## config.mk

```make
export PLATFORM = sky130hd
export DESIGN_NAME = first_fit_extent_allocator
export DESIGN_NICKNAME = d
export VERILOG_FILES = /design/src/hw/rtl/ffea_pkg.sv /design/src/hw/rtl/ffea_extent_table.sv /design/src/hw/rtl/first_fit_extent_allocator.sv
export SDC_FILE = /design/constraint.sdc
export NUM_CORES = 1
export LEC_CHECK = 0
export ABC_CLOCK_PERIOD_IN_PS = 11200
export BUFFER_PORTS_ARGS = -buffer_cell sky130_fd_sc_hd__buf_2
export CAP_MARGIN = 20
export CORE_MARGIN = 1.5
export CORE_UTILIZATION = 35
export DETAILED_ROUTE_END_ITERATION = 6
export RECOVER_POWER = 50
export SYNTH_ARGS = -nofsm -noshare
export SYNTH_HDL_FRONTEND = slang
export SYNTH_SLANG_ARGS = --single-unit
```

## constraint.sdc

```tcl
create_clock -name clock -period 11.2 [get_ports clock]
set_clock_uncertainty 0.15 [all_clocks]
set_input_delay 1.68 -clock clock [delete_from_list [all_inputs] [get_ports clock]]
set_output_delay 1.68 -clock clock [all_outputs]
set_load 0.05 [all_outputs]
```

## src/hw/rtl/ffea_pkg.sv

```systemverilog
// Package for the first-fit extent allocator: table geometry, status codes,
// sequencer states and the table write command. No dependencies.
package ffea_pkg;

   localparam int MEM_WORDS   = 65536;
   localparam int MAX_EXTENTS = 16;

   localparam int ADDR_W = $clog2(MEM_WORDS);
   localparam int SIZE_W = ADDR_W + 1;
   localparam int END_W  = ADDR_W + 2;
   localparam int IDX_W  = $clog2(MAX_EXTENTS);
   localparam int CNT_W  = IDX_W + 1;

   localparam logic KIND_ALLOC = 1'b0;
   localparam logic KIND_FREE  = 1'b1;

   typedef enum logic [1:0] {
      STAT_OK       = 2'd0,
      STAT_NOFIT    = 2'd1,
      STAT_OVERFLOW = 2'd2
   } status_type;

   typedef enum logic [2:0] {
      S_IDLE,
      S_ALLOC_SCAN,
      S_FREE_SCAN,
      S_FREE_DECIDE,
      S_SHIFT_DOWN,
      S_SHIFT_UP,
      S_REPLY
   } state_type;

   typedef struct packed {
      logic              en;
      logic [IDX_W-1:0]  idx;
      logic [ADDR_W-1:0] base;
      logic [SIZE_W-1:0] size;
   } tbl_wr_type;

endpackage

```

## src/hw/rtl/ffea_extent_table.sv

```systemverilog
// Extent table: base and size of each free extent, one write port and one
// combinational read port. Depends on ffea_pkg.
module ffea_extent_table (
   input  logic                       clock,
   input  logic                       reset,
   input  ffea_pkg::tbl_wr_type       wr,
   input  logic [ffea_pkg::IDX_W-1:0] rd_idx,
   output logic [ffea_pkg::ADDR_W-1:0] rd_base,
   output logic [ffea_pkg::SIZE_W-1:0] rd_size
);
   import ffea_pkg::*;

   logic [ADDR_W-1:0] base_ff [MAX_EXTENTS];
   logic [SIZE_W-1:0] size_ff [MAX_EXTENTS];

   // After reset the whole memory is one extent at entry 0; other entries
   // are only read once they have been written.
   always_ff @(posedge clock) begin
      if (reset) begin
         base_ff[0] <= '0;
         size_ff[0] <= SIZE_W'(MEM_WORDS);
      end else if (wr.en) begin
         base_ff[wr.idx] <= wr.base;
         size_ff[wr.idx] <= wr.size;
      end
   end

   assign rd_base = base_ff[rd_idx];
   assign rd_size = size_ff[rd_idx];

endmodule

```

## src/hw/rtl/first_fit_extent_allocator.sv

```systemverilog
// Top level of the first-fit extent allocator: sequencer, scan and shift
// control, free-word total and result register. Depends on ffea_pkg and
// ffea_extent_table.
//
//   channel | direction | ports
//   --------+-----------+-----------------------------------------------
//   req     | in        | req_valid, req_ready, req_kind, req_seg_base,
//           |           | req_seg_size
//   rsp     | out       | rsp_valid, rsp_ready, rsp_status, rsp_alloc_base,
//           |           | rsp_free_total
//
// In a transaction the table is scanned one entry per cycle, then entries
// are shifted one per cycle when an extent is removed or inserted. req_ready
// is high only while the sequencer is idle. A finished result waits in the
// output register, and the next request is taken meanwhile; the sequencer
// holds its next result until that register drains. Reset is synchronous and
// leaves one extent covering the whole memory.
module first_fit_extent_allocator (
   input  logic                        clock,
   input  logic                        reset,
   input  logic                        req_valid,
   output logic                        req_ready,
   input  logic                        req_kind,
   input  logic [ffea_pkg::ADDR_W-1:0] req_seg_base,
   input  logic [ffea_pkg::SIZE_W-1:0] req_seg_size,
   output logic                        rsp_valid,
   input  logic                        rsp_ready,
   output logic [1:0]                  rsp_status,
   output logic [ffea_pkg::ADDR_W-1:0] rsp_alloc_base,
   output logic [ffea_pkg::SIZE_W-1:0] rsp_free_total
);
   import ffea_pkg::*;

   state_type         state_ff, state_in;
   logic              kind_ff, kind_in;
   logic [ADDR_W-1:0] base_ff, base_in;
   logic [SIZE_W-1:0] size_ff, size_in;
   logic [END_W-1:0]  end_ff, end_in;
   logic [CNT_W-1:0]  idx_ff, idx_in;
   logic [CNT_W-1:0]  pos_ff, pos_in;
   logic [CNT_W-1:0]  count_ff, count_in;
   logic [SIZE_W-1:0] total_ff, total_in;
   logic              has_prev_ff, has_prev_in;
   logic [ADDR_W-1:0] prev_base_ff, prev_base_in;
   logic [SIZE_W-1:0] prev_size_ff, prev_size_in;
   logic [SIZE_W-1:0] prev_end_ff, prev_end_in;
   logic              has_next_ff, has_next_in;
   logic [ADDR_W-1:0] next_base_ff, next_base_in;
   logic [SIZE_W-1:0] next_size_ff, next_size_in;
   status_type        status_ff, status_in;
   logic [ADDR_W-1:0] abase_ff, abase_in;
   logic              rsp_valid_ff, rsp_valid_in;
   status_type        rsp_status_ff, rsp_status_in;
   logic [ADDR_W-1:0] rsp_base_ff, rsp_base_in;
   logic [SIZE_W-1:0] rsp_total_ff, rsp_total_in;

   tbl_wr_type        tbl_wr;
   logic [IDX_W-1:0]  rd_idx;
   logic [ADDR_W-1:0] rd_base;
   logic [SIZE_W-1:0] rd_size;

   logic              req_fire;
   logic [END_W-1:0]  req_end;
   logic              req_skip_alloc;
   logic              req_skip_free;
   logic [CNT_W-1:0]  idx_inc;
   logic [CNT_W-1:0]  idx_dec;
   logic              scan_live;
   logic              fit;
   logic              exact;
   logic              before_pos;
   logic [SIZE_W-1:0] base_ext;
   logic [END_W-1:0]  next_base_ext;
   logic              overlap;
   logic              join_prev;
   logic              join_next;
   logic              table_full;
   logic              shift_down_more;
   logic              reply_load;

   ffea_extent_table u_table (
      .clock   (clock),
      .reset   (reset),
      .wr      (tbl_wr),
      .rd_idx  (rd_idx),
      .rd_base (rd_base),
      .rd_size (rd_size)
   );

   assign req_ready      = (state_ff == S_IDLE);
   assign req_fire       = req_valid && req_ready;
   assign req_end        = {2'b00, req_seg_base} + {1'b0, req_seg_size};
   assign req_skip_alloc = (req_seg_size == '0);
   assign req_skip_free  = (req_seg_size == '0) || (req_end > END_W'(MEM_WORDS));

   assign idx_inc         = idx_ff + 1'b1;
   assign idx_dec         = idx_ff - 1'b1;
   assign scan_live       = (idx_ff < count_ff);
   assign fit             = (rd_size >= size_ff);
   assign exact           = (rd_size == size_ff);
   assign before_pos      = scan_live && (rd_base <= base_ff);
   assign base_ext        = {1'b0, base_ff};
   assign next_base_ext   = {2'b00, next_base_ff};
   assign overlap         = (has_prev_ff && (prev_end_ff > base_ext)) ||
                            (has_next_ff && (end_ff > next_base_ext));
   assign join_prev       = has_prev_ff && (prev_end_ff == base_ext);
   assign join_next       = has_next_ff && (end_ff == next_base_ext);
   assign table_full      = (count_ff == CNT_W'(MAX_EXTENTS));
   assign shift_down_more = (idx_inc < count_ff);
   assign reply_load      = !rsp_valid_ff || rsp_ready;

   always_comb begin
      case (state_ff)
         S_SHIFT_DOWN: rd_idx = idx_inc[IDX_W-1:0];
         S_SHIFT_UP:   rd_idx = idx_dec[IDX_W-1:0];
         default:      rd_idx = idx_ff[IDX_W-1:0];
      endcase
   end

   always_comb begin
      state_in = state_ff;
      unique case (state_ff)
         S_IDLE: begin
            if (req_fire) begin
               if (req_kind == KIND_ALLOC) begin
                  state_in = req_skip_alloc ? S_REPLY : S_ALLOC_SCAN;
               end else begin
                  state_in = req_skip_free ? S_REPLY : S_FREE_SCAN;
               end
            end
         end
         S_ALLOC_SCAN: begin
            if (!scan_live) begin
               state_in = S_REPLY;
            end else if (fit) begin
               state_in = exact ? S_SHIFT_DOWN : S_REPLY;
            end
         end
         S_FREE_SCAN: begin
            if (!before_pos) begin
               state_in = S_FREE_DECIDE;
            end
         end
         S_FREE_DECIDE: begin
            if (overlap) begin
               state_in = S_REPLY;
            end else if (join_prev && join_next) begin
               state_in = S_SHIFT_DOWN;
            end else if (join_prev || join_next || table_full) begin
               state_in = S_REPLY;
            end else begin
               state_in = S_SHIFT_UP;
            end
         end
         S_SHIFT_DOWN: begin
            if (!shift_down_more) begin
               state_in = S_REPLY;
            end
         end
         S_SHIFT_UP: begin
            if (idx_ff <= pos_ff) begin
               state_in = S_REPLY;
            end
         end
         S_REPLY: begin
            if (reply_load) begin
               state_in = S_IDLE;
            end
         end
         default: state_in = S_IDLE;
      endcase
   end

   always_comb begin
      kind_in       = kind_ff;
      base_in       = base_ff;
      size_in       = size_ff;
      end_in        = end_ff;
      idx_in        = idx_ff;
      pos_in        = pos_ff;
      count_in      = count_ff;
      total_in      = total_ff;
      has_prev_in   = has_prev_ff;
      prev_base_in  = prev_base_ff;
      prev_size_in  = prev_size_ff;
      prev_end_in   = prev_end_ff;
      has_next_in   = has_next_ff;
      next_base_in  = next_base_ff;
      next_size_in  = next_size_ff;
      status_in     = status_ff;
      abase_in      = abase_ff;
      rsp_valid_in  = rsp_valid_ff && !rsp_ready;
      rsp_status_in = rsp_status_ff;
      rsp_base_in   = rsp_base_ff;
      rsp_total_in  = rsp_total_ff;
      tbl_wr        = '0;

      unique case (state_ff)
         S_IDLE: begin
            if (req_fire) begin
               kind_in     = req_kind;
               base_in     = req_seg_base;
               size_in     = req_seg_size;
               end_in      = req_end;
               idx_in      = '0;
               has_prev_in = 1'b0;
               has_next_in = 1'b0;
               abase_in    = '0;
               status_in   = STAT_OK;
               if ((req_kind == KIND_ALLOC) && req_skip_alloc) begin
                  status_in = STAT_NOFIT;
               end
            end
         end
         S_ALLOC_SCAN: begin
            if (!scan_live) begin
               status_in = STAT_NOFIT;
            end else if (fit) begin
               abase_in = rd_base;
               total_in = total_ff - size_ff;
               if (!exact) begin
                  tbl_wr.en   = 1'b1;
                  tbl_wr.idx  = idx_ff[IDX_W-1:0];
                  tbl_wr.base = rd_base + size_ff[ADDR_W-1:0];
                  tbl_wr.size = rd_size - size_ff;
               end
            end else begin
               idx_in = idx_inc;
            end
         end
         S_FREE_SCAN: begin
            if (before_pos) begin
               has_prev_in  = 1'b1;
               prev_base_in = rd_base;
               prev_size_in = rd_size;
               prev_end_in  = {1'b0, rd_base} + rd_size;
               idx_in       = idx_inc;
            end else begin
               has_next_in  = scan_live;
               next_base_in = rd_base;
               next_size_in = rd_size;
            end
         end
         S_FREE_DECIDE: begin
            pos_in = idx_ff;
            if (!overlap) begin
               if (join_prev) begin
                  tbl_wr.en   = 1'b1;
                  tbl_wr.idx  = idx_dec[IDX_W-1:0];
                  tbl_wr.base = prev_base_ff;
                  tbl_wr.size = join_next ? prev_size_ff + size_ff + next_size_ff
                                          : prev_size_ff + size_ff;
                  total_in    = total_ff + size_ff;
               end else if (join_next) begin
                  tbl_wr.en   = 1'b1;
                  tbl_wr.idx  = idx_ff[IDX_W-1:0];
                  tbl_wr.base = base_ff;
                  tbl_wr.size = next_size_ff + size_ff;
                  total_in    = total_ff + size_ff;
               end else if (table_full) begin
                  status_in = STAT_OVERFLOW;
               end else begin
                  idx_in   = count_ff;
                  total_in = total_ff + size_ff;
               end
            end
         end
         S_SHIFT_DOWN: begin
            if (shift_down_more) begin
               tbl_wr.en   = 1'b1;
               tbl_wr.idx  = idx_ff[IDX_W-1:0];
               tbl_wr.base = rd_base;
               tbl_wr.size = rd_size;
               idx_in      = idx_inc;
            end else begin
               count_in = count_ff - 1'b1;
            end
         end
         S_SHIFT_UP: begin
            tbl_wr.en  = 1'b1;
            tbl_wr.idx = idx_ff[IDX_W-1:0];
            if (idx_ff > pos_ff) begin
               tbl_wr.base = rd_base;
               tbl_wr.size = rd_size;
               idx_in      = idx_dec;
            end else begin
               tbl_wr.base = base_ff;
               tbl_wr.size = size_ff;
               count_in    = count_ff + 1'b1;
            end
         end
         S_REPLY: begin
            if (reply_load) begin
               rsp_valid_in  = 1'b1;
               rsp_status_in = status_ff;
               rsp_base_in   = abase_ff;
               rsp_total_in  = total_ff;
            end
         end
         default: begin
         end
      endcase
   end

   always_ff @(posedge clock) begin
      if (reset) begin
         state_ff     <= S_IDLE;
         count_ff     <= CNT_W'(1);
         total_ff     <= SIZE_W'(MEM_WORDS);
         rsp_valid_ff <= 1'b0;
      end else begin
         state_ff     <= state_in;
         count_ff     <= count_in;
         total_ff     <= total_in;
         rsp_valid_ff <= rsp_valid_in;
      end
   end

   always_ff @(posedge clock) begin
      kind_ff       <= kind_in;
      base_ff       <= base_in;
      size_ff       <= size_in;
      end_ff        <= end_in;
      idx_ff        <= idx_in;
      pos_ff        <= pos_in;
      has_prev_ff   <= has_prev_in;
      prev_base_ff  <= prev_base_in;
      prev_size_ff  <= prev_size_in;
      prev_end_ff   <= prev_end_in;
      has_next_ff   <= has_next_in;
      next_base_ff  <= next_base_in;
      next_size_ff  <= next_size_in;
      status_ff     <= status_in;
      abase_ff      <= abase_in;
      rsp_status_ff <= rsp_status_in;
      rsp_base_ff   <= rsp_base_in;
      rsp_total_ff  <= rsp_total_in;
   end

   assign rsp_valid      = rsp_valid_ff;
   assign rsp_status     = rsp_status_ff;
   assign rsp_alloc_base = rsp_base_ff;
   assign rsp_free_total = rsp_total_ff;

   // The extent count never exceeds the table depth.
   a_count_bound: assert property (@(posedge clock) disable iff (reset)
      count_ff <= CNT_W'(MAX_EXTENTS))
      else $error("extent count exceeds table depth");

   // The free-word total never exceeds the memory size.
   a_total_bound: assert property (@(posedge clock) disable iff (reset)
      total_ff <= SIZE_W'(MEM_WORDS))
      else $error("free-word total exceeds memory size");

   // A request is never taken twice in a row: req_ready is low once a request has been taken.
   a_busy_after_accept: assert property (@(posedge clock) disable iff (reset)
      req_fire |=> !req_ready)
      else $error("request taken twice in a row");

   // Only a kind-specific path may report an overflow or a no-fit status.
   a_status_kind: assert property (@(posedge clock) disable iff (reset)
      (state_ff == S_REPLY) |->
         ((kind_ff == KIND_ALLOC) ? (status_ff != STAT_OVERFLOW)
                                  : (status_ff != STAT_NOFIT)))
      else $error("status does not match request kind");

endmodule
```

# == After elaboration in Yosys (flattened, before gate mapping) ==
# Memories as Yosys holds them, arrays and structs flattened.
# Index checks and enable logic that the tools add are counted.
# W data, S select, Z words.
# word_totals
reg_bits,225
ram_bits,528
input_bits,38
out_inout_bits,37
elab_cells,192
mem_count,2
# mem_list
memory,depth,width,rd,rd_clocked_by_memory_dff,write_ports,line_no,text
u_table.size_ff,16,17,1,0,1,ffea_extent_table.sv:14,logic [SIZE_W-1:0] size_ff [MAX_EXTENTS];
u_table.base_ff,16,16,1,0,1,ffea_extent_table.sv:13,logic [ADDR_W-1:0] base_ff [MAX_EXTENTS];
# op_classes
add_sub_neg,13
order_cmp,9
n_eq_ne,30
muxes,77
n_bitwise,2
reduce_logical,38
# op_table
cell,count
$mux W38,7
$pmux W38 S4,1
$mux W17,8
$add A17 B17 Y17,4
$mux W16,4
$mux W5,12
$ne A2 B2 Y1 const B,17
$pmux W17 S2,1
$sub A17 B17 Y17,2
$mux W33,1
$pmux W16 S2,1
$mux W3,10
$pmux W5 S6,1
$pmux W3 S7,1
$mux W2,10
$add A16 B17 Y18,1
$eq A18 B16 Y1,1
$gt A18 B16 Y1,1
$gt A18 B17 Y1 const B,1
$add A16 B17 Y17,1
$eq A17 B16 Y1,1
$eq A17 B17 Y1,1
$ge A17 B17 Y1,1
$gt A17 B16 Y1,1
other kinds (38),80

# == Depth between registers and ports, before layout ==
# An unclocked memory read counts as a cell.
# depth
depth_word,13
mapped_depth,26
ltp_nobuf,20

# == Hierarchy ==
# A second synthesis with hierarchy kept.
# unflattened
cells_unflattened,2534
area_unflattened_um2,36955.4
# by_module_without_submodules
module,n_inst,cells_each,area_each_um2,seq_area_each_um2
ffea_extent_table,1,870,20209.4,15855.2
first_fit_extent_allocator,1,1664,16746.1,6496.2

# == Least setup slack after synthesis ==
# No wires, ideal clock.
# synth_timing
path_kind,register to register
from,reg idx_ff[0]
to,"mem u_table.base_ff[0][0] (netlist name), enable pin"
setup_ns,0.515
t_arrival_ns,9.106
required_ns,10.535
setup_slack_ns,1.428
stages_incl_launch_ff,23
n_path_buf,5
period_less_slack_ns,9.772
path_cell_list,edfxtp_1 -> buf_2 -> buf_1 -> inv_1 -> ha_1 -> xor2_2 -> mux2_2 -> buf_6 -> buf_4 -> buf_4 -> mux4_2 -> a211oi_1 -> a31oi_1 -> ha_1 -> nor2b_1 -> o31a_1 -> o311ai_1 -> a21oi_1 -> or2_2 -> a21oi_2 -> a31oi_1 -> or3_1 -> o41ai_1
# synth_between
elab_chain_cells,13
elab_cells_between_ends,22
classes_between,add/sub: 2; order compare: 3; eq/ne: 1; mux: 14; reduce/logical: 1; memory: 1
# synth_lines
element,line_no,text
from (decl),first_fit_extent_allocator.sv:39,"logic [CNT_W-1:0] idx_ff, idx_in;"
from (signal assigned),first_fit_extent_allocator.sv:324,idx_ff <= idx_in;
$sub A5 B1 Y5 / $add A5 B1 Y5 (equally long branches),"first_fit_extent_allocator.sv:97, first_fit_extent_allocator.sv:96",
$pmux W4 S2 *,first_fit_extent_allocator.sv:113,case (state_ff)
$mem_v2 Z16 W17 *,n/a,
named net rd_size[1],first_fit_extent_allocator.sv:60,logic [SIZE_W-1:0] rd_size;
"parallel branches: the longest is 2 deep, another holds $ge A17 B17 Y1",n/a,
$mux W38 *,first_fit_extent_allocator.sv:218,end else if (fit) begin
$mux W38 *,first_fit_extent_allocator.sv:216,if (!scan_live) begin
$pmux W38 S4 *,first_fit_extent_allocator.sv:198,unique case (state_ff)
$mux W1,ffea_extent_table.sv:22,end else if (wr.en) begin
$mux W1,ffea_extent_table.sv:19,if (reset) begin
$mux W1 (not written as such),ffea_extent_table.sv:23,base_ff[wr.idx] <= wr.base;
$reduce_or A16 Y1 (no source line),n/a,
$mux W4 (no source line) / $mux W1 (equally long branches),n/a,
to (decl),ffea_extent_table.sv:13,
# Mark *: on every way through the listed nets, which the timed path passes.

# == Worst setup path in the final report ==
# layout_timing
from,reg idx_ff[0]
to,"mem u_table.base_ff[12][9] (netlist name), enable pin"
# The elaborated chain is that of the path after synthesis.

==> results.sh <==
export IMPL_run_status="finished, violations left"
export IMPL_violations="capacitance limit, slew limit"
export IMPL_synth_simple_area_share_pct=7.974
export IMPL_worstHoldStart="abase_ff[13]"
export IMPL_critPathKind="flop to flop"
export IMPL_ys_seq_elements=753
export IMPL_yosysUniqueCellTypes=83
export IMPL_fill_cells=9879
export IMPL_final_nets=3029
export IMPL_cts_root_buffer="clkbuf_16"
export IMPL_final_layout_size_suffix_gt1_share_pct=12.12
export IMPL_setup_viol=0
export IMPL_dieArea_um2=107700
export IMPL_arrival_ns=9.70
export IMPL_vias=23350
export IMPL_die_w_um=328.1
export IMPL_synthTopCellsByArea="edfxtp_1 59%, mux4_2 7.9%, ha_1 6.6%, xnor2_1 2.4%, nand2_1 1.9%"
export IMPL_clockBufferDepth=3
export IMPL_synth_seq_area_share_pct=60.41
export IMPL_grt_max_degree=123
export IMPL_synth_most_common_cell="edfxtp_1"
export IMPL_cts_resized_gates=0
export IMPL_area_growth_pct=13.27
export IMPL_synth_main_ff_cell="edfxtp_1"
export IMPL_cts_tree="done"
export IMPL_globalplace_congestion=0.9169
export IMPL_maxCapViolations=6
export IMPL_synth_compound_area_share_pct=9.983
export IMPL_grt_usage_pct=18.65
export IMPL_drtPass1Iterations=5
export IMPL_synthAdderAreaFrac_pct=7.082
export IMPL_synthXorXnorAreaFrac_pct=3.169
export IMPL_htree_levels=3
export IMPL_synth_commonest_cells="727 x edfxtp_1, 195 x ha_1, 184 x nand2_1"
export IMPL_synth_top_family_by_area="compound AO/OA/AOI/OAI gates"
export IMPL_worst_hold_slack_ns=0.2703
export IMPL_synth_top_area_share_pct=59.01
export IMPL_leakage_nw=14.29
export IMPL_grt_pass1_wl_mm=150.3
export IMPL_route_antenna_remaining_nets=0
export IMPL_core_area_um2=105100
export IMPL_path_max_fanout=38
export IMPL_reg2reg_from="idx_ff[0]"
export IMPL_vias_per_cell=5.501
export IMPL_hold_depth=0
export IMPL_synthArstFlopShare_pct=0
export IMPL_portBuffers=74
export IMPL_clk_latency_ns=0.66
export IMPL_hold_buffers=0
export IMPL_rrSetupSlack_ns=1.68
export IMPL_required_ns=11.38
export IMPL_yosys_area_top_type="edfxtp_1"
export IMPL_hold_viol=0
export IMPL_rows=119
export IMPL_timing_setup_tns_ns=0
export IMPL_syn_cell_area_um2=37000
export IMPL_end_kind="flop"
export IMPL_cts_buffers=81
export IMPL_muxShareOfSynthArea_pct=9.026
export IMPL_top_regs="u_table.size_ff (272), u_table.base_ff (256), end_ff (18)"
export IMPL_drv_slew=210
export IMPL_syn_nets=2861
export IMPL_grt_antenna_before_repair=0
export IMPL_ir_drop_mv=0.2265
export IMPL_antenna_cells=0
export IMPL_tightest_slew_ns=3.152
export IMPL_worstReg2RegEnd="u_table.base_ff[12][9]"
export IMPL_fp_dieH_um=328.1
export IMPL_relSlewSlack_pct=-110.1
export IMPL_powerDensity_nw_per_um2=343.1
export IMPL_drt_wl_total_mm=100.7
export IMPL_fin_crit_ns=9.518
export IMPL_postCtsSetupBuffers=0
export IMPL_initial_core_util_pct=35.20
export IMPL_post_route_drc_count=0
export IMPL_syn_inst=2619
export IMPL_clk_pin_slew_ns=0.07
export IMPL_hp_class="flop to flop"
export IMPL_avgSynthCellArea_um2=14.13
export IMPL_top_register="u_table.size_ff"
export IMPL_rr_worst_depth=20
export IMPL_min_to="rsp_alloc_base[13]"
export IMPL_yosys_warnings=0
export IMPL_clock_sinks=753
export IMPL_synth_edf_count=727
export IMPL_post_route_period_util_pct=84.98
export IMPL_dp_hpwl_mm=68.34
export IMPL_grt_pass1_vias=23160
export IMPL_grt_ovfl_total=0
export IMPL_startpoint_type="flop"
export IMPL_rsz0062_at_grt="no"
export IMPL_wl_per_cell_um=23.72
export IMPL_largest_reg_flops=272
export IMPL_fmax_ghz=0.1051
export IMPL_io_pins=75
export IMPL_drt_iter0_drc=1996
-- report_power, final --
part / switching (W) / leakage [nW] / internal (W)
Clock: 0.00116 / 1.25 / 0.00144
Combinational: 0.00468 / 6.08 / 0.00311
Sequential: 0.000236 / 6.96 / 0.00375
-- logic make-up after synthesis --
group | count (synthesis)
fa+ha+maj | 204
flops | 753
compound gates | 555
mux | 171
xor+xnor | 133
simple gates | 608
buf+inv | 195
-- metal layers --
layer	GRT usage (%)	part of all wire, %	vias to the layer above
li1	-	-	10620
met1	25.29	43	11750
met2	30.09	47	797
met3	2.415	6.0	193
met4	8.044	4.1	0
met5	0	0	-
-- critical path, stage by stage (launching register included) --
cell and delay (ns):
edfxtp_1 0.82, inv_1 0.24, ha_1 0.35, mux2i_1 0.16, nor2_1 0.11, xor2_1 0.61, clkbuf_1 1.64, and2_1 0.29
a211oi_1 0.06, a31oi_1 0.63, ha_1 0.41, o21a_1 0.13, o31a_1 0.12, o311ai_0 0.53, a21oi_1 0.17, or2_2 0.38
a21oi_2 0.28, a31oi_1 0.20, or3_1 0.61, a21oi_4 0.83, buf_4 0.43
-- placed cells by master (no fill, tap or decap), types with 48 or more instances in the layout --
cell type	instances
edfxtp_1	727
ha_1	195
nand2_1	184
clkbuf_1	136
a21oi_1	131
mux4_2	130
nor2_1	124
inv_1	103
xnor2_1	100
clkbuf_16	82
o21ai_0	72
a31oi_1	67
nor3_1	55
a211oi_1	48
buf_4	48
-- how the worst max path moves through the flow --
| stage | from | end | slack [ns] | cells after the start |
|---|---|---|---|---|
| finish | idx_ff[0] | u_table.base_ff[12][9] | 1.68 | 20 |
| global route | idx_ff[0] | u_table.base_ff[12][14] | 0.99 | 20 |
| CTS | idx_ff[0] | u_table.base_ff[12][14] | 2.40 | 18 |
| detailed placement | idx_ff[0] | u_table.base_ff[12][9] | 2.41 | 18 |
| global placement | idx_ff[0] | u_table.base_ff[12][9] | 2.61 | 18 |
| floorplan | idx_ff[0] | u_table.base_ff[0][0] | 1.43 | 22 |
-- layout make-up --
cell class / instances / area, um2 / area share, %
Tap cell: 1391 / 1740 / 4.153
Clock buffer: 95 / 2101 / 5.013
Sequential cell: 753 / 22350 / 53.33
Multi-Input combinational cell: 1671 / 13950 / 33.29
Inverter: 105 / 394.1 / 0.9404
Timing Repair Buffer: 175 / 872.1 / 2.081
Clock inverter: 55 / 496.7 / 1.185
-- per-stage QoR --
step           cell area [um2]  power (W)  utilization [%]  std cells  setup WS, ns
3_5_place_dp             39640    0.01186            37.71       4094         2.412
6_report                 41910    0.01438            39.87       4245         1.682
3_3_place_gp             39610    0.01183            37.68       4091         2.612
2_1_floorplan            37000   0.009588                -       2619         1.428
5_1_grt                  41910    0.01527            39.87       4245        0.9857
4_1_cts                  42240    0.01450            40.18       4244         2.398
No activity file was read; power rests on OpenSTA's default activity.
